File: config.mk
export PLATFORM = sky130hd
export DESIGN_NAME = ogm_stage
export DESIGN_NICKNAME = d
export VERILOG_FILES = /design/src/hdl/ogm_pkg.sv /design/src/hdl/ogm_stage.sv
export SDC_FILE = /design/constraint.sdc
export NUM_CORES = 1
export LEC_CHECK = 0
export BUFFER_PORTS_ARGS = -buffer_cell sky130_fd_sc_hd__buf_2
export CAP_MARGIN = 20
export CELL_PAD_IN_SITES_DETAIL_PLACEMENT = 0
export CELL_PAD_IN_SITES_GLOBAL_PLACEMENT = 1
export CORE_AREA = 2 2 508 510
export CTS_BUF_LIST = sky130_fd_sc_hd__clkbuf_16
export DETAILED_ROUTE_END_ITERATION = 7
export DIE_AREA = 0 0 510 512
export PLACE_DENSITY = 0.3
export SLEW_MARGIN = 20
export SYNTH_ARGS = -nofsm -noshare
export SYNTH_HDL_FRONTEND = slang
export SYNTH_SLANG_ARGS = --single-unit
File: constraint.sdc
create_clock -name clock -period 5.4 [get_ports clock]
set_input_delay 0.54 -clock clock [delete_from_list [all_inputs] [get_ports clock]]
set_output_delay 0.54 -clock clock [all_outputs]
set_load 0.005 [all_outputs]
File: src/hdl/ogm_pkg.sv
package ogm_pkg;

   localparam int COORD_W  = 24;
   localparam int MARGIN_W = 23;
   localparam int DIR_W    = 16;
   localparam int DELTA_W  = 32;
   localparam int BND_W    = 26;   // bounds and half extents
   localparam int MAG_W    = 31;   // normalized offset magnitude
   localparam int RAD_W    = 63;   // sum of squares
   localparam int ROOT_W   = 32;
   localparam int NUM_W    = 48;   // divider partial remainder
   localparam int DVS_W    = 33;
   localparam int QUO_W    = 16;

   localparam logic [MARGIN_W-1:0] MARGIN_RESET = 23'd256;
   localparam logic [QUO_W-1:0]    DIR_ONE      = 16'd16384;

   localparam logic [1:0] KIND_HIDDEN = 2'd0;
   localparam logic [1:0] KIND_ARROW  = 2'd1;
   localparam logic [1:0] KIND_OTHER  = 2'd2;

   typedef struct packed {
      logic [1:0]                kind;
      logic signed [COORD_W-1:0] mx;
      logic signed [COORD_W-1:0] my;
      logic [DELTA_W-1:0]        delta;
      logic                      dvalid;
      logic signed [COORD_W-1:0] vl;
      logic signed [COORD_W-1:0] vt;
      logic signed [COORD_W-1:0] vr;
      logic signed [COORD_W-1:0] vb;
      logic signed [COORD_W-1:0] tx;
      logic signed [COORD_W-1:0] ty;
      logic signed [BND_W-1:0]   lox;
      logic signed [BND_W-1:0]   hix;
      logic signed [BND_W-1:0]   loy;
      logic signed [BND_W-1:0]   hiy;
      logic                      negx;
      logic                      negy;
      logic                      nz;
      logic [MAG_W-1:0]          ax;
      logic [MAG_W-1:0]          ay;
      logic [RAD_W-1:0]          rem;
      logic [ROOT_W-1:0]         root;
      logic [NUM_W-1:0]          px;
      logic [NUM_W-1:0]          py;
      logic [DVS_W-1:0]          dvs;
      logic [QUO_W-1:0]          qx;
      logic [QUO_W-1:0]          qy;
   } pipe_type;

endpackage

File: src/hdl/ogm_stage.sv
module ogm_stage (
   input  logic              clock,
   input  logic              reset,
   input  logic              in_valid,
   input  ogm_pkg::pipe_type in_data,
   output logic              in_ready,
   output logic              out_valid,
   output ogm_pkg::pipe_type out_data,
   input  logic              out_ready
);
   import ogm_pkg::*;

   logic     valid_ff;
   pipe_type data_ff;

   // stage refills when empty or when its beat moves on
   assign in_ready  = ~valid_ff | out_ready;
   assign out_valid = valid_ff;
   assign out_data  = data_ff;

   always_ff @(posedge clock) begin
      if (reset) begin
         valid_ff <= 1'b0;
      end else if (in_ready) begin
         valid_ff <= in_valid;
      end
   end

   always_ff @(posedge clock) begin
      if (in_ready && in_valid) begin
         data_ff <= in_data;
      end
   end

endmodule

==> flow_summary_export.csv <==
group,metric,value,unit
run_status,status,"finished clean",
pwr,netSwitchingFraction,0.254,
floorplanning,die_h,512,um
critical_path,critPathMaxFanout,67,
global_routing,antenna_found_initial,116,
cts,cts_resized,0,
cts,clockBufferDepth,3,
layout,multi_input_area,31.3,um2
critical_path,end_kind,"flip-flop",
layout,drive_gt1_frac,0.527,
routing,dr.pass1.iters,7,
synth,ys_types,6,
cts,numCtsBuffers,92,
hold_path,hold_depth,1,
global_routing,grt_pass1_wl,195000,um
critical_path,crit_path_start,"out_valid",
synth,yosysWarnings,0,
critical_path,cp_cell_sequence,"nand2b_4 -> and2_4 -> buf_12 -> buf_12",
pwr,p_per_area,340,mW/mm2
synth,syn_nets,1313,
cts,cts_root_buffer,"clkbuf_16",
pwr,p_leak,15.8,nW
global_routing,grtUsageTotal,0.117,
floorplanning,die_area,0.261,mm2
floorplanning,core_area,0.256,mm2
layout,layout_common_cells,"buf_2, edfxtp_1, dlygate4sd3_1",
timing,tightest_slew,0.789,ns
timing,slew_headroom,0.474,
synth,seq_area_frac_synth,0.998,
critical_path,crit_buf_inv,2,
critical_path,crit_path_start_kind,"flip-flop",
layout,layout.cells.non_filler,6205,
pwr,p_int,10.2,mW
critical_path,cp.arrival,2.62,ns
pwr,p_seq_frac,0.445,
routing,initialDrtViolationCount,770,
routing,wl,159000,um
timing,report.final.slew_viol_count,0,
pwr,pwr-share-comb,0.107,
global_routing,grt-ovfl-total,0,
cts,clock_sinks,653,
cts,postCtsSetupBuffers,0,
timing,fin_crit_sh,0.421,
placement,post-place-cells,5376,
critical_path,worst-endpoint-required,5.75,ns
floorplanning,ios,1310,
synth,synth_area_leaders,"edfxtp_1, dfxtp_1, nand2b_4",
global_routing,grt_pass1_vias,17329,
layout,area_growth,104,%
hold_path,min_from,"in_data[317]",
placement,port-buffer-count,1309,
cts,tritoncts,"yes",
cts,clk_pin_slew_worst_paths,0.06,ns
timing,setup_viol,0,
synth,syn_area,0.0196,mm2
synth,yosys.area.top_type,"edfxtp_1",
critical_path,worst_r2r_path_depth,4,
critical_path,cp_num_cells,4,
layout,register_area,0.0196,mm2
synth,synthCells,657,
hold_path,hold_class,"in -> reg",
floorplanning,start_util,0.0768,
placement,dp_hpwl,137000,um
placement,routabilityCongestion,0.851,
pwr,p_sw,3.46,mW
critical_path,reg2reg_slack,3.13,ns
floorplanning,die_w,510,um
timing,min_period,2.27,ns
floorplanning,std_cell_rows,186,
layout,finish.utilization,0.157,
synth,ys_ff_latch,653,
routing,drc,0,
timing,rsz0062_at_grt,"no",
synth,synth_top_cell_area_share,0.997,
critical_path,path_class,"reg -> reg",
cts,h-tree-depth,3,
routing,vias,15946,
timing,finClkSkew,0.0256,ns
layout,layout_commonest_cell,"buf_2",
job,max_cap_violations,0,
timing,fmax,440,MHz
critical_path,worst_path_most_repeated_cell,"buf_12",
cts,clk_latency,0.71,ns
global_routing,grt_start_max_net_pins,104,
critical_path,crit_family,"simple AND/OR/NAND/NOR gates",
layout,finalNetCount,3377,
pwr,ir_worst_vdd,215,uV
critical_path,r2r-start,"out_valid",
pwr,clockPowerShare,0.449,
routing,routed_via_density,2.57,
critical_path,slowest_delay,0.66,ns
critical_path,crit_slowest_cell,"and2_4",
routing,wl_per_cell,25.7,um
layout,fillers,28508,
timing,hold_viol,0,
routing,antenna_left,0,
synth,syn_area_per_cell,29.9,um2
-- synth_stat cells (all sizes together) --
library cell  number
a21oi              1
inv                1
edfxtp           652
dfxtp              1
nand2b             1
and2               1
-- area by class of cell --
class,count,area share
repair buffers,1970,0.329
multi-input cells,3,0.000780
clock buffers,94,0.0587
flip-flops and latches,653,0.489
inverters,1,0.0000936
well taps,3384,0.106
diodes,23,0.00144
clock inverters,77,0.0154
-- final timing paths --
kind | endpoint
min reg2reg | out_valid
max reg2reg | out_data[396]
max | out_data[396]
min | out_data[317]
-- metal layers --
layer / GRT usage / up-vias / wire length [um]
met4: 0.0254 / 44 / 3910
met1: 0.130 / 7628 / 59400
met2: 0.175 / 1085 / 66800
met3: 0.0917 / 296 / 28900
li1: - / 6893 / -
met5: 0 / - / 276
-- cell families (layout without fill, tap and decap cells) --
kind of cell           count (synthesis)  count (layout)  synth area share
buffers and inverters                  1            2142          0.000191
AND/OR/NAND/NOR                        2               2           0.00115
flip-flops                           653             653             0.998
AO/OA/AOI/OAI                          1               1          0.000446
other                                  0              23                 0
-- per-stage QoR --
stage	instance area [um2]	power, mW	hold WS (ns)	TNS, ns	worst slack (ns)
floorplan	19600	6.30	0.499	-148.71	-0.228
global placement	30700	7.24	0.563	0	2.72
detailed placement	30700	7.23	0.566	0	2.72
CTS	40000	14.0	0.000870	0	3.09
global route	40100	14.2	0.0166	0	3.01
finish	40100	13.6	0.0960	0	3.13
-- sequential cells by signal, indices dropped and copies added, names as in the netlist --
name and flops:
out_valid 1, out_data 652
-- power by group through the flow --
stage | Sequential, mW | Combinational [mW] | Clock, mW
final | 6.06 | 1.45 | 6.11
after global routing | 6.09 | 1.59 | 6.56
after CTS | 6.07 | 1.52 | 6.44
after detailed placement | 6.16 | 1.06 | 0
after global placement | 6.17 | 1.07 | 0
after floorplan | 6.21 | 0.0891 | 0
-- timing repair --
action,CTS,global route
hold endpoints to repair,635,0
setup endpoints to repair,0,0
hold buffers,635,0
-- worst reg2reg max path, stage by stage (launching register included) --
cell and delay [ns]:
dfxtp_1 0.34, nand2b_4 0.12, and2_4 0.67, buf_12 0.29
buf_12 0.43
Note: power is estimated with default switching activity, not from simulation.
