## src/hdl/ogm_pkg.sv

```systemverilog
package ogm_pkg;

   localparam int COORD_W  = 24;
   localparam int MARGIN_W = 23;
   localparam int DIR_W    = 16;
   localparam int DELTA_W  = 32;
   localparam int BND_W    = 26;   // bounds and half extents
   localparam int MAG_W    = 31;   // normalized offset magnitude
   localparam int RAD_W    = 63;   // sum of squares
   localparam int ROOT_W   = 32;
   localparam int NUM_W    = 48;   // divider partial remainder
   localparam int DVS_W    = 33;
   localparam int QUO_W    = 16;

   localparam logic [MARGIN_W-1:0] MARGIN_RESET = 23'd256;
   localparam logic [QUO_W-1:0]    DIR_ONE      = 16'd16384;

   localparam logic [1:0] KIND_HIDDEN = 2'd0;
   localparam logic [1:0] KIND_ARROW  = 2'd1;
   localparam logic [1:0] KIND_OTHER  = 2'd2;

   typedef struct packed {
      logic [1:0]                kind;
      logic signed [COORD_W-1:0] mx;
      logic signed [COORD_W-1:0] my;
      logic [DELTA_W-1:0]        delta;
      logic                      dvalid;
      logic signed [COORD_W-1:0] vl;
      logic signed [COORD_W-1:0] vt;
      logic signed [COORD_W-1:0] vr;
      logic signed [COORD_W-1:0] vb;
      logic signed [COORD_W-1:0] tx;
      logic signed [COORD_W-1:0] ty;
      logic signed [BND_W-1:0]   lox;
      logic signed [BND_W-1:0]   hix;
      logic signed [BND_W-1:0]   loy;
      logic signed [BND_W-1:0]   hiy;
      logic                      negx;
      logic                      negy;
      logic                      nz;
      logic [MAG_W-1:0]          ax;
      logic [MAG_W-1:0]          ay;
      logic [RAD_W-1:0]          rem;
      logic [ROOT_W-1:0]         root;
      logic [NUM_W-1:0]          px;
      logic [NUM_W-1:0]          py;
      logic [DVS_W-1:0]          dvs;
      logic [QUO_W-1:0]          qx;
      logic [QUO_W-1:0]          qy;
   } pipe_type;

endpackage

```

## src/hdl/ogm_stage.sv

```systemverilog
module ogm_stage (
   input  logic              clock,
   input  logic              reset,
   input  logic              in_valid,
   input  ogm_pkg::pipe_type in_data,
   output logic              in_ready,
   output logic              out_valid,
   output ogm_pkg::pipe_type out_data,
   input  logic              out_ready
);
   import ogm_pkg::*;

   logic     valid_ff;
   pipe_type data_ff;

   // stage refills when empty or when its beat moves on
   assign in_ready  = ~valid_ff | out_ready;
   assign out_valid = valid_ff;
   assign out_data  = data_ff;

   always_ff @(posedge clock) begin
      if (reset) begin
         valid_ff <= 1'b0;
      end else if (in_ready) begin
         valid_ff <= in_valid;
      end
   end

   always_ff @(posedge clock) begin
      if (in_ready && in_valid) begin
         data_ff <= in_data;
      end
   end

endmodule

```

## src/hdl/ogm_norm_cell.sv

```systemverilog
module ogm_norm_cell #(
   parameter int SHIFT = 1
) (
   input  logic              clock,
   input  logic              reset,
   input  logic              in_valid,
   input  ogm_pkg::pipe_type in_data,
   output logic              in_ready,
   output logic              out_valid,
   output ogm_pkg::pipe_type out_data,
   input  logic              out_ready
);
   import ogm_pkg::*;

   pipe_type        nxt;
   logic [MAG_W-1:0] big;

   always_comb begin
      nxt = in_data;
      big = in_data.ax | in_data.ay;
      if (big[MAG_W-1 -: SHIFT] == '0) begin
         nxt.ax = in_data.ax << SHIFT;
         nxt.ay = in_data.ay << SHIFT;
      end
   end

   ogm_stage u_stage (
      .clock(clock), .reset(reset),
      .in_valid(in_valid), .in_data(nxt), .in_ready(in_ready),
      .out_valid(out_valid), .out_data(out_data), .out_ready(out_ready)
   );

endmodule

```

## config.mk

```make
export PLATFORM = sky130hd
export DESIGN_NAME = ogm_norm_cell
export DESIGN_NICKNAME = d
export VERILOG_FILES = /design/src/hdl/ogm_pkg.sv /design/src/hdl/ogm_stage.sv /design/src/hdl/ogm_norm_cell.sv
export SDC_FILE = /design/constraint.sdc
export NUM_CORES = 1
export LEC_CHECK = 0
export BUFFER_PORTS_ARGS = -buffer_cell sky130_fd_sc_hd__buf_2
export CAP_MARGIN = 10
export CORE_AREA = 8 8 509 511
export DETAILED_ROUTE_END_ITERATION = 8
export DIE_AREA = 0 0 517 519
export HOLD_SLACK_MARGIN = 0.02
export PLACE_DENSITY = 0.31
export SYNTH_ARGS = -nofsm -noshare
export SYNTH_HDL_FRONTEND = slang
export SYNTH_SLANG_ARGS = --single-unit
```

## constraint.sdc

```tcl
create_clock -name clock -period 20.4 [get_ports clock]
set_input_delay 4.08 -clock clock [delete_from_list [all_inputs] [get_ports clock]]
set_output_delay 4.08 -clock clock [all_outputs]
set_load 0.01 [all_outputs]
```

==> results of run 1 <==
==> power by group <==
part	total [mW]	internal (mW)	switching, mW
Combinational	0.336	0.104	0.233
Clock	1.62	0.936	0.680
Sequential	1.60	1.58	0.0279
Total	3.56	2.62	0.941
==> synth_stat cells, drive strengths merged <==
cell type	instances	area, um^2
a21o	1	8.76
a21oi	1	5.00
and2	1	6.26
clkbuf	6	82.6
dfxtp	1	20.0
edfxtp	652	19600
inv	3	11.3
mux2	58	672
nand2b	1	6.26
nor2	1	11.3
nor2b	2	12.5
o21ai	1	5.00
==> per-layer routing <==
metal  routed length [um]  GRT usage
met5                  586          0
met4                 5060     0.0224
met3                40100      0.129
met2                74300      0.192
met1                68700      0.144
==> state kept, by name (all words and copies together) (netlist names) <==
register / count
u_stage.out_data: 652
u_stage.out_valid: 1
==> metrics by stage <==
step	power (mW)	setup slack (ns)	cells	area, um^2	util
finish	3.56	11.68	5576	34200	0.137
global route	3.71	11.60	5558	34100	0.136
CTS	3.66	11.61	5550	34100	0.136
detailed placement	1.98	11.61	5390	31200	0.124
global placement	1.98	11.60	5390	31200	0.124
floorplan	1.75	0.266	728	20400	-
==> worst min-delay path, delay by kind of cell (launching register included) <==
kind | cells | cell delay [ns]
flip-flops | 1 | 0.31
AND/OR/NAND/NOR | 1 | 0.21
AO/OA/AOI/OAI | 1 | 0.10
==> path summary, 6_finish.rpt <==
path / endpoint / slack (ns) / startpoint / depth (start not counted)
setup / recovery: in_ready / 11.68 / out_ready / 3
hold / removal: u_stage.out_valid$_SDFFE_PP0P_ / 0.66 / u_stage.out_valid$_SDFFE_PP0P_ / 2
setup reg to reg: u_stage.out_data[24]$_DFFE_PP_ / 15.95 / u_stage.out_valid$_SDFFE_PP0P_ / 6
hold reg to reg: u_stage.out_valid$_SDFFE_PP0P_ / 0.66 / u_stage.out_valid$_SDFFE_PP0P_ / 2
==> cell usage in the layout (no fill, tap or decap) <==
cell        synthesis  final
diode_2             0     26
clkinv_2            0      7
mux2_2             53     53
and2_4              0      1
clkinv_1            0     21
buf_4               0     10
dfxtp_1             1      1
a21oi_1             1      1
clkinv_16           0      2
mux2_4              5      5
bufinv_16           0      8
nor2_4              1      1
inv_16              0      2
buf_2               0   1309
clkinvlp_4          0      8
clkbuf_1            0     11
nor2b_1             2      2
a21o_2              1      1
nand2b_1            1      1
o21ai_0             1      1
clkbuf_16           0     93
inv_6               0      4
buf_12              0      1
inv_1               3      3
clkinv_4            0      4
edfxtp_1          652    652
==> kinds of logic (layout without fill, tap and decap cells) <==
| kind of cell | count (synthesis) | count (layout) | synth area share |
|---|---|---|---|
| and+or+nand+nor | 5 | 5 | 0.00178 |
| other | 0 | 26 | 0 |
| AOI/OAI and AO/OA | 3 | 3 | 0.000919 |
| buffers and inverters | 9 | 1483 | 0.00460 |
| muxes | 58 | 58 | 0.0329 |
| DFF | 653 | 653 | 0.960 |
==> layout make-up <==
cell class / count / area [um^2]
multi-input combinational: 66 / 729
clock buffer: 104 / 2370
fill: 28300 / 216000
antenna: 26 / 65.1
inverter: 3 / 11.3
timing repair buffer: 1320 / 6650
sequential: 653 / 19600
tap: 3348 / 4190
clock inverter: 56 / 584
==> flow_metrics.py, run 1 <==
metrics = {
    "outcome": {
        "status": "complete, no violations",
    },
    "clocking": {
        "cts_tree": "done",
        "hold_buffers": 0,
        "root_buffer": "clkbuf_16",
        "clock_path_buffers": 3,
        "cts.sinks": 653,
        "cts_buffers": 91,
        "htreeDepth": 3,
        "post_cts_buffers": 0,
        "cts_resized": 0,
        "path_clk_slew_ns": 0.05,
        "clk_latency_ns": 0.71,
    },
    "drt": {
        "firstDrtPassIters": 4,
        "drc_errors": 0,
        "wl_um": 189000,
        "drtIter0Drc": 836,
        "vias": 14800,
        "ant_nets": 0,
        "viasPerCell": 2.66,
        "wl_per_cell_um": 33.9,
    },
    "sta": {
        "finalSetupTns_ns": 0,
        "slew_headroom": 0.342,
        "fin_skew_ns": 0.0170,
        "worstMarginPinSlew_ns": 0.987,
        "final.min_clock_period_ns": 8.72,
        "final.period_utilization": 0.428,
        "slew_viol_final": 0,
        "fin_hold_ws_ns": 0.664,
        "hold_viol": 0,
        "max_freq_ghz": 0.115,
        "rsz0062_at_grt": "no",
        "setup_viol": 0,
    },
    "floorplanning": {
        "row_count": 184,
        "core-area_um2": 250000,
        "ios": 1310,
        "dieArea_um2": 268000,
        "fp.dieH_um": 519,
        "die_w_um": 517,
        "start_util": 0.0815,
    },
    "place": {
        "finalWeightedCongestion": 0.815,
        "dp_hpwl_um": 168000,
        "io_buffers": 1309,
    },
    "worst_setup_path": {
        "startpoint_type": "input pin",
        "end_kind": "output pin",
        "path_class": "input pin to output pin",
        "crit_buf_inv": 2,
        "path_max_fanout": 3,
        "cp_slowest_cell": "nand2b_1",
        "cpPeakStageDelay_ns": 0.25,
        "worst_ep_required_time_ns": 16.32,
        "cp.arrival_ns": 4.64,
        "cpLargestDelayFamily": "buffers and inverters",
        "path_cells": "buf_2 -> nand2b_1 -> buf_2",
        "crit_top_cell": "buf_2",
    },
    "global_route": {
        "grt_pass1_vias": 15300,
        "antenna_found_initial": 249,
        "grt_max_degree": 107,
        "grt_pass1_wl_um": 221000,
        "gr-total-overflow": 0,
        "track_usage": 0.134,
    },
    "cells_and_area": {
        "fin_nets": 2791,
        "syn_to_final_growth_pct": 67.5,
        "layout-drive-gt1-share": 0.685,
    },
    "synth": {
        "ys_ff_latch": 653,
        "ys_seq_area_frac": 0.960,
        "synth_area_um2": 20400,
        "yosysWarnings": 0,
        "syn_nets": 1384,
        "synthCells": 728,
        "synth.distinct_cells": 13,
        "syn_avg_cell_area_um2": 28.0,
    },
    "hold_path": {
        "hp-class": "flop to flop",
    },
    "job": {
        "drv_cap": 0,
    },
    "power": {
        "vdd.ir_drop.worst_mv": 0.0626,
        "p_per_area_nw_per_um2": 104,
        "p_leak_nw": 13.2,
    },
}
(Power assumes the default switching activity.)
==> run 2, diff against run 1 <==
==> constraint.sdc (replaced) <==
create_clock -name clock -period 7.7 [get_ports clock]
set_input_delay 1.54 -clock clock [delete_from_list [all_inputs] [get_ports clock]]
set_output_delay 1.54 -clock clock [all_outputs]
set_load 0.01 [all_outputs]
==> flow_metrics.py, run 2 (same netlist as run 1, synthesis figures left out) <==
metrics = {
    "drt": {
        "wl_um": 182000,
        "wirelength_met1_um": 66300,
        "vias": 14800,
        "ant_nets": 0,
        "firstDrtPassIters": 4,
        "drtIter0Drc": 860,
        "routed-wl-met2_um": 73600,
        "wl_per_cell_um": 32.6,
        "wl_met3_um": 37200,
        "routed.top_layer": "met5",
        "viasPerCell": 2.65,
        "drc_errors": 0,
    },
    "clocking": {
        "root_buffer": "clkbuf_16",
        "htreeDepth": 3,
        "cts_tree": "done",
        "clock_path_buffers": 3,
        "post_cts_buffers": 0,
        "cts_resized": 0,
        "path_clk_slew_ns": 0.06,
        "cts.sinks": 653,
        "cts_buffers": 91,
        "hold_buffers": 0,
        "clk_latency_ns": 0.71,
    },
    "power": {
        "p_sw_mw": 2.46,
        "switching_share": 0.264,
        "p_int_mw": 6.85,
        "clkPwrFrac": 0.448,
        "vdd.ir_drop.worst_mv": 0.153,
        "p_per_area_nw_per_um2": 273,
        "p_leak_nw": 13.2,
        "p_seq_frac": 0.457,
        "combPwrFrac": 0.095,
    },
    "worst_setup_path": {
        "worst_ep_required_time_ns": 6.16,
        "cp.arrival_ns": 2.07,
        "crit_top_cell": "buf_2",
        "path_class": "input pin to output pin",
        "cp_slowest_cell": "nand2b_1",
        "end_kind": "output pin",
        "path_cells": "buf_2 -> nand2b_1 -> buf_2",
        "path_max_fanout": 3,
        "startpoint_type": "input pin",
        "cpPeakStageDelay_ns": 0.21,
    },
    "hold_path": {
        "hp-class": "flop to flop",
    },
    "sta": {
        "layout_setup_ws_ns": 4.09,
        "setup_viol": 0,
        "final.period_utilization": 0.469,
        "worstMarginPinSlew_ns": 0.947,
        "finalSetupTns_ns": 0,
        "final.min_clock_period_ns": 3.61,
        "max_freq_ghz": 0.277,
        "hold_viol": 0,
        "slew_viol_final": 0,
        "rsz0062_at_grt": "no",
        "fin_skew_ns": 0.0275,
        "slew_headroom": 0.369,
    },
    "place": {
        "place_inst": 5392,
        "finalWeightedCongestion": 0.836,
        "io_buffers": 1309,
        "dp_hpwl_um": 161000,
        "dp_worst_setup_slack_ns": 3.59,
    },
    "floorplanning": {
        "fp.dieH_um": 519,
        "start_util": 0.0815,
        "ios": 1310,
        "dieArea_um2": 268000,
        "core-area_um2": 250000,
        "row_count": 184,
        "die_w_um": 517,
    },
    "job": {
        "drv_cap": 0,
    },
    "global_route": {
        "grt_pass1_wl_um": 214000,
        "antenna_found_initial": 215,
        "grt_max_degree": 123,
        "gr-total-overflow": 0,
        "grt_pass1_vias": 15200,
        "track_usage": 0.129,
    },
    "cells_and_area": {
        "syn_to_final_growth_pct": 67.3,
        "fin_nets": 2793,
        "finalNonFillerCells": 5577,
        "final_common_cell": "buf_2",
        "final_core_util": 0.136,
        "largest_reg_flops": 652,
        "layout-drive-gt1-share": 0.685,
        "final_cell_mix": "1309 x buf_2, 652 x edfxtp_1, 92 x clkbuf_16, 53 x mux2_2",
    },
    "outcome": {
        "status": "complete, no violations",
    },
}
## run 2: cell types whose count changed in the layout (fill, tap and decap cells not counted), sizes merged
| cell | change |
|---|---|
| inv | -2 |
| clkbuf | +4 |
| clkinvlp | -4 |
| clkinv | +8 |
| diode | -5 |
| bufinv | -2 |
| buf | +2 |
## run 2: layout make-up
type | count | area (um^2)
Tap cell | 3348 | 4190
Sequential cell | 653 | 19600
Clock buffer | 108 | 2360
Timing Repair Buffer | 1322 | 6700
Inverter | 3 | 11.3
Multi-Input combinational cell | 66 | 729
Clock inverter | 56 | 514
Antenna cell | 21 | 52.6
Fill cell | 28300 | 216000
## run 2: final timing paths
path,cells after the start,end,slack (ns),startpoint
hold reg to reg,2,u_stage.out_valid$_SDFFE_PP0P_,0.61,u_stage.out_valid$_SDFFE_PP0P_
setup reg to reg,4,u_stage.out_data[111]$_DFFE_PP_,4.98,u_stage.out_valid$_SDFFE_PP0P_
setup / recovery,3,in_ready,4.09,out_ready
hold / removal,2,u_stage.out_valid$_SDFFE_PP0P_,0.61,u_stage.out_valid$_SDFFE_PP0P_
## run 2: routing by layer
metal,up-vias,global-route usage
met3,468,0.119
li1,5846,-
met4,82,0.0229
met2,1329,0.188
met1,7045,0.138
met5,-,0
## run 2: through the flow
| stage | power (mW) | hold slack (ns) | cell area (um^2) |
|---|---|---|---|
| finish | 9.31 | 0.610 | 34200 |
| global route | 9.72 | 0.675 | 34100 |
| CTS | 9.60 | 0.633 | 34100 |
| detailed placement | 5.25 | 0.622 | 31200 |
| global placement | 5.26 | 0.614 | 31200 |
| floorplan | 4.54 | 0.601 | 20400 |
## run 2: power groups by stage
| stage | clock, mW | sequential, mW | combinational [mW] |
|---|---|---|---|
| detailed placement | 0 | 4.33 | 0.918 |
| global route | 4.47 | 4.28 | 0.970 |
| finish | 4.17 | 4.26 | 0.882 |
| global placement | 0 | 4.34 | 0.924 |
| floorplan | 0 | 4.45 | 0.0976 |
| CTS | 4.41 | 4.27 | 0.921 |
## run 2: worst max-delay path: cells and delay by family
family        cells  cell delay (ns)
buf+inv           2             0.31
simple gates      1             0.21
