[src/hdl/ogm_pkg.sv]
package ogm_pkg;

   localparam int COORD_W  = 24;
   localparam int MARGIN_W = 23;
   localparam int DIR_W    = 16;
   localparam int DELTA_W  = 32;
   localparam int BND_W    = 26;   // bounds and half extents
   localparam int MAG_W    = 31;   // normalized offset magnitude
   localparam int RAD_W    = 63;   // sum of squares
   localparam int ROOT_W   = 32;
   localparam int NUM_W    = 48;   // divider partial remainder
   localparam int DVS_W    = 33;
   localparam int QUO_W    = 16;

   localparam logic [MARGIN_W-1:0] MARGIN_RESET = 23'd256;
   localparam logic [QUO_W-1:0]    DIR_ONE      = 16'd16384;

   localparam logic [1:0] KIND_HIDDEN = 2'd0;
   localparam logic [1:0] KIND_ARROW  = 2'd1;
   localparam logic [1:0] KIND_OTHER  = 2'd2;

   typedef struct packed {
      logic [1:0]                kind;
      logic signed [COORD_W-1:0] mx;
      logic signed [COORD_W-1:0] my;
      logic [DELTA_W-1:0]        delta;
      logic                      dvalid;
      logic signed [COORD_W-1:0] vl;
      logic signed [COORD_W-1:0] vt;
      logic signed [COORD_W-1:0] vr;
      logic signed [COORD_W-1:0] vb;
      logic signed [COORD_W-1:0] tx;
      logic signed [COORD_W-1:0] ty;
      logic signed [BND_W-1:0]   lox;
      logic signed [BND_W-1:0]   hix;
      logic signed [BND_W-1:0]   loy;
      logic signed [BND_W-1:0]   hiy;
      logic                      negx;
      logic                      negy;
      logic                      nz;
      logic [MAG_W-1:0]          ax;
      logic [MAG_W-1:0]          ay;
      logic [RAD_W-1:0]          rem;
      logic [ROOT_W-1:0]         root;
      logic [NUM_W-1:0]          px;
      logic [NUM_W-1:0]          py;
      logic [DVS_W-1:0]          dvs;
      logic [QUO_W-1:0]          qx;
      logic [QUO_W-1:0]          qy;
   } pipe_type;

endpackage

[src/hdl/ogm_stage.sv]
module ogm_stage (
   input  logic              clock,
   input  logic              reset,
   input  logic              in_valid,
   input  ogm_pkg::pipe_type in_data,
   output logic              in_ready,
   output logic              out_valid,
   output ogm_pkg::pipe_type out_data,
   input  logic              out_ready
);
   import ogm_pkg::*;

   logic     valid_ff;
   pipe_type data_ff;

   // stage refills when empty or when its beat moves on
   assign in_ready  = ~valid_ff | out_ready;
   assign out_valid = valid_ff;
   assign out_data  = data_ff;

   always_ff @(posedge clock) begin
      if (reset) begin
         valid_ff <= 1'b0;
      end else if (in_ready) begin
         valid_ff <= in_valid;
      end
   end

   always_ff @(posedge clock) begin
      if (in_ready && in_valid) begin
         data_ff <= in_data;
      end
   end

endmodule

[src/hdl/ogm_div_cell.sv]
module ogm_div_cell #(
   parameter int BIT = 0
) (
   input  logic              clock,
   input  logic              reset,
   input  logic              in_valid,
   input  ogm_pkg::pipe_type in_data,
   output logic              in_ready,
   output logic              out_valid,
   output ogm_pkg::pipe_type out_data,
   input  logic              out_ready
);
   import ogm_pkg::*;

   localparam int DW = NUM_W + 1;

   pipe_type      nxt;
   logic [DW-1:0] dd;

   always_comb begin
      nxt = in_data;
      dd  = {{(DW-DVS_W){1'b0}}, in_data.dvs} << BIT;
      if ({1'b0, in_data.px} >= dd) begin
         nxt.px      = in_data.px - dd[NUM_W-1:0];
         nxt.qx[BIT] = 1'b1;
      end
      if ({1'b0, in_data.py} >= dd) begin
         nxt.py      = in_data.py - dd[NUM_W-1:0];
         nxt.qy[BIT] = 1'b1;
      end
   end

   ogm_stage u_stage (
      .clock(clock), .reset(reset),
      .in_valid(in_valid), .in_data(nxt), .in_ready(in_ready),
      .out_valid(out_valid), .out_data(out_data), .out_ready(out_ready)
   );

endmodule

[config.mk]
export PLATFORM = sky130hd
export DESIGN_NAME = ogm_div_cell
export DESIGN_NICKNAME = d
export VERILOG_FILES = /design/src/hdl/ogm_pkg.sv /design/src/hdl/ogm_stage.sv /design/src/hdl/ogm_div_cell.sv
export SDC_FILE = /design/constraint.sdc
export NUM_CORES = 1
export LEC_CHECK = 0
export ABC_AREA = 0
export BUFFER_PORTS_ARGS = -buffer_cell sky130_fd_sc_hd__buf_2
export CAP_MARGIN = 10
export CORE_AREA = 10 10 506 508
export DETAILED_ROUTE_END_ITERATION = 8
export DIE_AREA = 0 0 516 518
export PLACE_DENSITY_LB_ADDON = 0.12
export SETUP_SLACK_MARGIN = 0.4
export SLEW_MARGIN = 20
export SYNTH_ARGS = -nofsm -noshare
export SYNTH_HDL_FRONTEND = slang
export SYNTH_SLANG_ARGS = --single-unit
[constraint.sdc]
create_clock -name clock -period 21.8 [get_ports clock]
set_clock_uncertainty 0.2 [all_clocks]
set_input_delay 2.18 -clock clock [delete_from_list [all_inputs] [get_ports clock]]
set_output_delay 2.18 -clock clock [all_outputs]
set_load 0.005 [all_outputs]
==> impl_metrics.py, run 1 <==
metrics = {
    "yosys": {
        "async_reset_ff_frac": 0,
        "synth-seq-area-share": 0.779,
        "yosys.area.top_type_share": 0.779,
        "synth_largest_area_cell": "edfxtp_1",
        "ys_types": 78,
        "synth_area_um2": 25100,
        "synth_edf_count": 652,
        "yosys_warnings": 0,
        "synth_nets": 2258,
        "synth_area_leaders": "edfxtp_1, ha_1, xnor2_1",
        "yosysMostFrequentCell": "edfxtp_1",
        "synth-seq-cells": 653,
        "synth_ff_type": "edfxtp_1",
        "ys_top_cells_by_count": "edfxtp_1, nand2_1, a21oi_1, nor2_1, ha_1",
        "avgSynthCellArea_um2": 16.4,
        "synthCells": 1534,
    },
    "critical_path": {
        "worstPathMaxFanout": 100,
        "worstSetupPathType": "in2reg",
        "critical_path.most_common_cell": "buf_4",
        "slowest_stage": "buf_4",
        "r2r-end": "u_stage.out_data[534]",
        "worst_r2r_path_depth": 6,
        "cpPeakStageDelay_ps": 800,
        "start_kind": "primary input",
        "critPathCaptureType": "flop",
        "worstPathArrival_ps": 5780,
        "r2r_slack_ps": 17420,
        "r2r-start": "u_stage.out_valid",
        "cp.required_ps": 21930,
        "crit_chain": "buf_2 > nand2b_1 > and2_4 > buf_4 > buf_12 > buf_4 > buf_4",
    },
    "sta": {
        "max_freq_mhz": 177,
        "maxSlewViolCount": 0,
        "tns_ps": 0,
        "setup_viol": 0,
        "fin_crit_ps": 5650,
        "fin_crit_sh": 0.259,
        "finalHoldViolCount": 0,
        "rsz0062_at_grt": "no",
        "worst-slew-pin-transition_ps": 963,
        "max_slew_margin": 0.358,
    },
    "cts": {
        "cts_buffers": 92,
        "clock_latency_ps": 700,
        "cts_tree": "done",
        "numClockSinks": 653,
        "cts_setup_buffers": 0,
        "clockRootBuffer": "clkbuf_16",
        "cts_resized": 0,
        "cts_buffer_depth": 3,
        "htreeDepth": 3,
        "clk_pin_slew_ps": 60,
        "postCtsHoldBufs": 0,
    },
    "die": {
        "io_pins": 1310,
        "die_w_um": 516,
        "core_um2": 245000,
        "start_util": 0.102,
        "num_rows": 182,
        "dieArea_um2": 267000,
        "die-height_um": 518,
    },
    "status": {
        "status": "completed",
    },
    "finish": {
        "layout-drive-gt1-share": 0.495,
        "areaGrowthSynthToFinish_pct": 54.5,
        "nets": 3640,
        "design_area_um2": 38800,
    },
    "global_routing": {
        "grt_antenna_before_repair": 181,
        "gr-usage-all-layers": 0.128,
        "grt_pass1_vias": 20600,
        "grt_pass1_wl_mm": 226,
        "grt-ovfl-total": 0,
        "grt_max_degree": 139,
    },
    "drt": {
        "ant_nets": 0,
        "vias": 20100,
        "drt-total-wl_mm": 180,
        "drcViolationCount": 0,
        "wl_per_cell_um": 28.8,
        "dr.pass1.iters": 8,
        "viasPerCell": 3.21,
        "drt_iter0_drc": 1393,
    },
    "hold_path": {
        "min_path_cells": 2,
        "whs_endpoint": "u_stage.out_valid",
        "worstHoldStart": "u_stage.out_valid",
        "hp-class": "reg2reg",
    },
    "placement": {
        "dpl-instance-area_um2": 35700,
        "dpl.hpwl_mm": 152,
        "port_buffers": 1309,
        "gp_congestion": 0.830,
    },
    "power_and_ir_drop": {
        "peakVddDrop_mv": 0.0558,
        "power_density_nw_per_um2": 89.8,
        "leakagePower_nw": 15.2,
    },
    "job": {
        "cap_violations": 0,
    },
}
-- final cells by class --
cell class | count | area, um^2
Sequential cell | 653 | 19600
Tap cell | 3220 | 4030
Clock buffer | 110 | 2370
Inverter | 50 | 188
Antenna cell | 47 | 118
Timing Repair Buffer | 1323 | 6680
Clock inverter | 59 | 636
Multi-Input combinational cell | 796 | 5220
Fill cell | 27500 | 207000
-- critical path: cells and delay by family --
family / cells / cell delay, ps
buf+inv: 5 / 2810
simple gates: 2 / 400
-- per-layer routing --
metal | up-vias | global-route usage | part of all wire
met1 | 9896 | 0.128 | 0.34
li1 | 8759 | - | -
met2 | 1049 | 0.238 | 0.52
met4 | 126 | 0.0248 | 0.020
met5 | - | 0 | 0.0042
met3 | 289 | 0.0622 | 0.11
-- where the power goes --
group	internal [W]	switching (W)
clock	0.000867	0.000674
sequential	0.00149	0.0000252
combinational	0.000156	0.000278
-- through the flow --
stage / hold slack, ps / setup slack, ps / util / power, W / instances
after global routing: 366 / 15830 / 0.158 / 0.00366 / 6214
final: 333 / 16150 / 0.158 / 0.00349 / 6258
after CTS: 333 / 16090 / 0.158 / 0.00360 / 6211
after global placement: 318 / 15140 / 0.145 / 0.00200 / 6042
after floorplan: 322 / 3430 / - / 0.00173 / 1534
after detailed placement: 319 / 15230 / 0.146 / 0.00199 / 6042
-- cells by family after synthesis --
| family | share of synthesized area |
|---|---|
| AOI/OAI and AO/OA | 0.0730 |
| xor gates and xnor gates | 0.0286 |
| DFF | 0.779 |
| and+or+nand+nor | 0.0687 |
| buffers and inverters | 0.0137 |
| adders and majority gates | 0.0344 |
| muxes | 0.00219 |
-- cell usage in the layout, fill, tap and decap left out, types with 9 or more instances in the layout --
cell type,n
xnor2_1,54
ha_1,66
clkinv_1,19
nand2b_1,15
clkbuf_16,92
inv_1,50
buf_4,12
o21a_1,9
o21ai_1,52
o21ai_0,51
diode_2,47
or3_1,9
nand3_1,25
clkbuf_1,18
xor2_1,28
clkinv_2,17
a31oi_1,11
a21o_1,28
edfxtp_1,652
nor2b_1,12
a21oi_1,76
a211oi_1,9
nand2_1,125
buf_2,1309
nor3_1,17
nand4_1,18
nor2_1,67
-- how the worst max path moves through the flow --
stage	from	to	slack (ps)
after global routing	in_data[55]	u_stage.out_data[107]	15830
after CTS	in_data[55]	u_stage.out_data[107]	16090
after global placement	in_data[45]	u_stage.out_data[152]	15140
after detailed placement	in_data[55]	u_stage.out_data[107]	15230
final	out_ready	u_stage.out_data[534]	16150
after floorplan	out_ready	u_stage.out_data[0]	3430
-- flip-flops by register name (all words and copies together) (netlist names) --
register,flops
u_stage.out_valid,1
u_stage.out_data,652
(Power assumes the default switching activity.)
==> run 2: changes to the inputs <==
- clock period: 21.8 -> 5.7 ns (I/O delays scaled with it)
==> run 2 against run 1 <==
Total power grew to 3.9 times the previous value; count of clock-buffer cells in the layout rose by 9; non-clock buffer count rose by 661; first-iteration DRC count is 7.5% lower; via count is 11% higher.
==> impl_metrics.py, run 2 (same netlist as run 1, synthesis figures left out) <==
metrics = {
    "cts": {
        "clock_latency_ps": 670,
        "clockRootBuffer": "clkbuf_16",
        "numClockSinks": 653,
        "postCtsHoldBufs": 649,
        "htreeDepth": 3,
        "cts_buffers": 91,
        "clk_pin_slew_ps": 60,
        "cts_setup_buffers": 0,
        "cts_resized": 0,
        "cts_buffer_depth": 3,
        "cts_tree": "done",
    },
    "die": {
        "die-height_um": 518,
        "io_pins": 1310,
        "start_util": 0.102,
        "num_rows": 182,
        "dieArea_um2": 267000,
        "core_um2": 245000,
        "die_w_um": 516,
    },
    "power_and_ir_drop": {
        "peakVddDrop_mv": 0.240,
        "power_density_nw_per_um2": 298,
        "leakagePower_nw": 17.9,
        "total_power_w": 0.0135,
    },
    "finish": {
        "layout_commonest_cell": "buf_2",
        "nets": 4300,
        "areaGrowthSynthToFinish_pct": 80.6,
        "largest_reg_flops": 652,
        "layout-drive-gt1-share": 0.405,
        "stdcell_count": 6939,
        "design_area_um2": 45400,
        "layout_common_cells": "buf_2, edfxtp_1, dlygate4sd3_1",
    },
    "placement": {
        "port_buffers": 1309,
        "dpl.hpwl_mm": 153,
        "placed_cells": 6054,
        "dpl-instance-area_um2": 35900,
        "gp_congestion": 0.850,
    },
    "sta": {
        "setup_viol": 0,
        "tns_ps": 0,
        "max_freq_mhz": 203,
        "max_slew_margin": 0.358,
        "holdWs_ps": 63.8,
        "finalHoldViolCount": 0,
        "maxSlewViolCount": 0,
        "fin_crit_ps": 4930,
        "rsz0062_at_grt": "no",
        "worst-slew-pin-transition_ps": 939,
        "fin_crit_sh": 0.865,
    },
    "drt": {
        "drt_iter0_drc": 1289,
        "ant_nets": 0,
        "dr.pass1.iters": 5,
        "drcViolationCount": 0,
        "viasPerCell": 3.21,
        "wl_per_cell_um": 26.3,
        "drt-total-wl_mm": 182,
        "vias": 22300,
    },
    "global_routing": {
        "grt_pass1_wl_mm": 235,
        "grt_antenna_before_repair": 107,
        "grt-ovfl-total": 0,
        "grt_max_degree": 109,
        "gr-usage-all-layers": 0.130,
        "grt_pass1_vias": 23500,
    },
    "critical_path": {
        "worstSetupPathType": "in2reg",
        "worstPathArrival_ps": 5190,
        "r2r_slack_ps": 3260,
        "critPathCaptureType": "flop",
        "slowest_stage": "o21ai_1",
        "crit_chain": "dlygate4sd3_1 > buf_2 > ha_1 > fa_1 > nand2b_1 > a21oi_1 > o21ai_0 > o21ai_1 > and4bb_2 > or2_2 > nor3_4 > nand4_1 > xnor2_1 > dlygate4sd3_1",
        "r2r-end": "u_stage.out_data[22]",
        "worstPathMaxFanout": 13,
        "cpPeakStageDelay_ps": 570,
        "worst_r2r_path_depth": 3,
        "cp-startpoint": "in_data[32]",
        "r2r-start": "u_stage.out_valid",
        "cp.required_ps": 5960,
        "start_kind": "primary input",
        "critical_path.most_common_cell": "dlygate4sd3_1",
        "endpoint": "u_stage.out_data[159]",
    },
    "job": {
        "cap_violations": 0,
    },
    "hold_path": {
        "hp-class": "in2reg",
    },
    "status": {
        "status": "completed",
    },
}
run 2: power breakdown:
part / internal [W] / leakage (nW) / switching [W]
Clock: 0.00313 / 1.36 / 0.00249
Combinational: 0.000903 / 10.3 / 0.00119
Sequential: 0.00569 / 6.31 / 0.000111
run 2: worst max-delay path, delay by kind of cell:
kind / cells / cell delay [ps]
AO/OA/AOI/OAI: 3 / 1020
XOR/XNOR: 1 / 170
adder cells (fa/ha/maj): 2 / 630
buffers and inverters: 3 / 1240
AND/OR/NAND/NOR: 5 / 1550
run 2: through the flow:
| step | worst slack, ps | util |
|---|---|---|
| 6_report | 771 | 0.185 |
| 5_1_grt | 515 | 0.185 |
| 4_1_cts | 686 | 0.184 |
| 3_5_place_dp | 902 | 0.146 |
| 3_3_place_gp | 890 | 0.146 |
| 2_1_floorplan | -147 | - |
run 2: final cells by class:
class,instances,area [um^2]
fill,27200,200000
tap,3220,4030
clock inverter,47,457
clock buffer,119,2400
multi-input combinational,796,5220
inverter,50,188
antenna,70,175
timing repair buffer,1984,13300
sequential,653,19600
run 2: worst min path at each step:
stage / startpoint / to / slack (ps) / depth (start not counted)
final: in_data[137] / u_stage.out_data[137] / 60 / 3
after global routing: in_data[137] / u_stage.out_data[137] / 10 / 3
after CTS: in_data[147] / u_stage.out_data[147] / 0.7 / 2
after detailed placement: u_stage.out_valid / u_stage.out_valid / 300 / 2
after global placement: u_stage.out_valid / u_stage.out_valid / 290 / 2
after floorplan: u_stage.out_valid / u_stage.out_valid / 300 / 2
run 2: routing by layer:
| layer | up-vias | global-route usage | routed length, um |
|---|---|---|---|
| met4 | 42 | 0.0251 | 3650 |
| met3 | 200 | 0.0421 | 13600 |
| met5 | - | 0 | 264 |
| met1 | 11000 | 0.144 | 69700 |
| li1 | 10100 | - | - |
| met2 | 907 | 0.240 | 95000 |
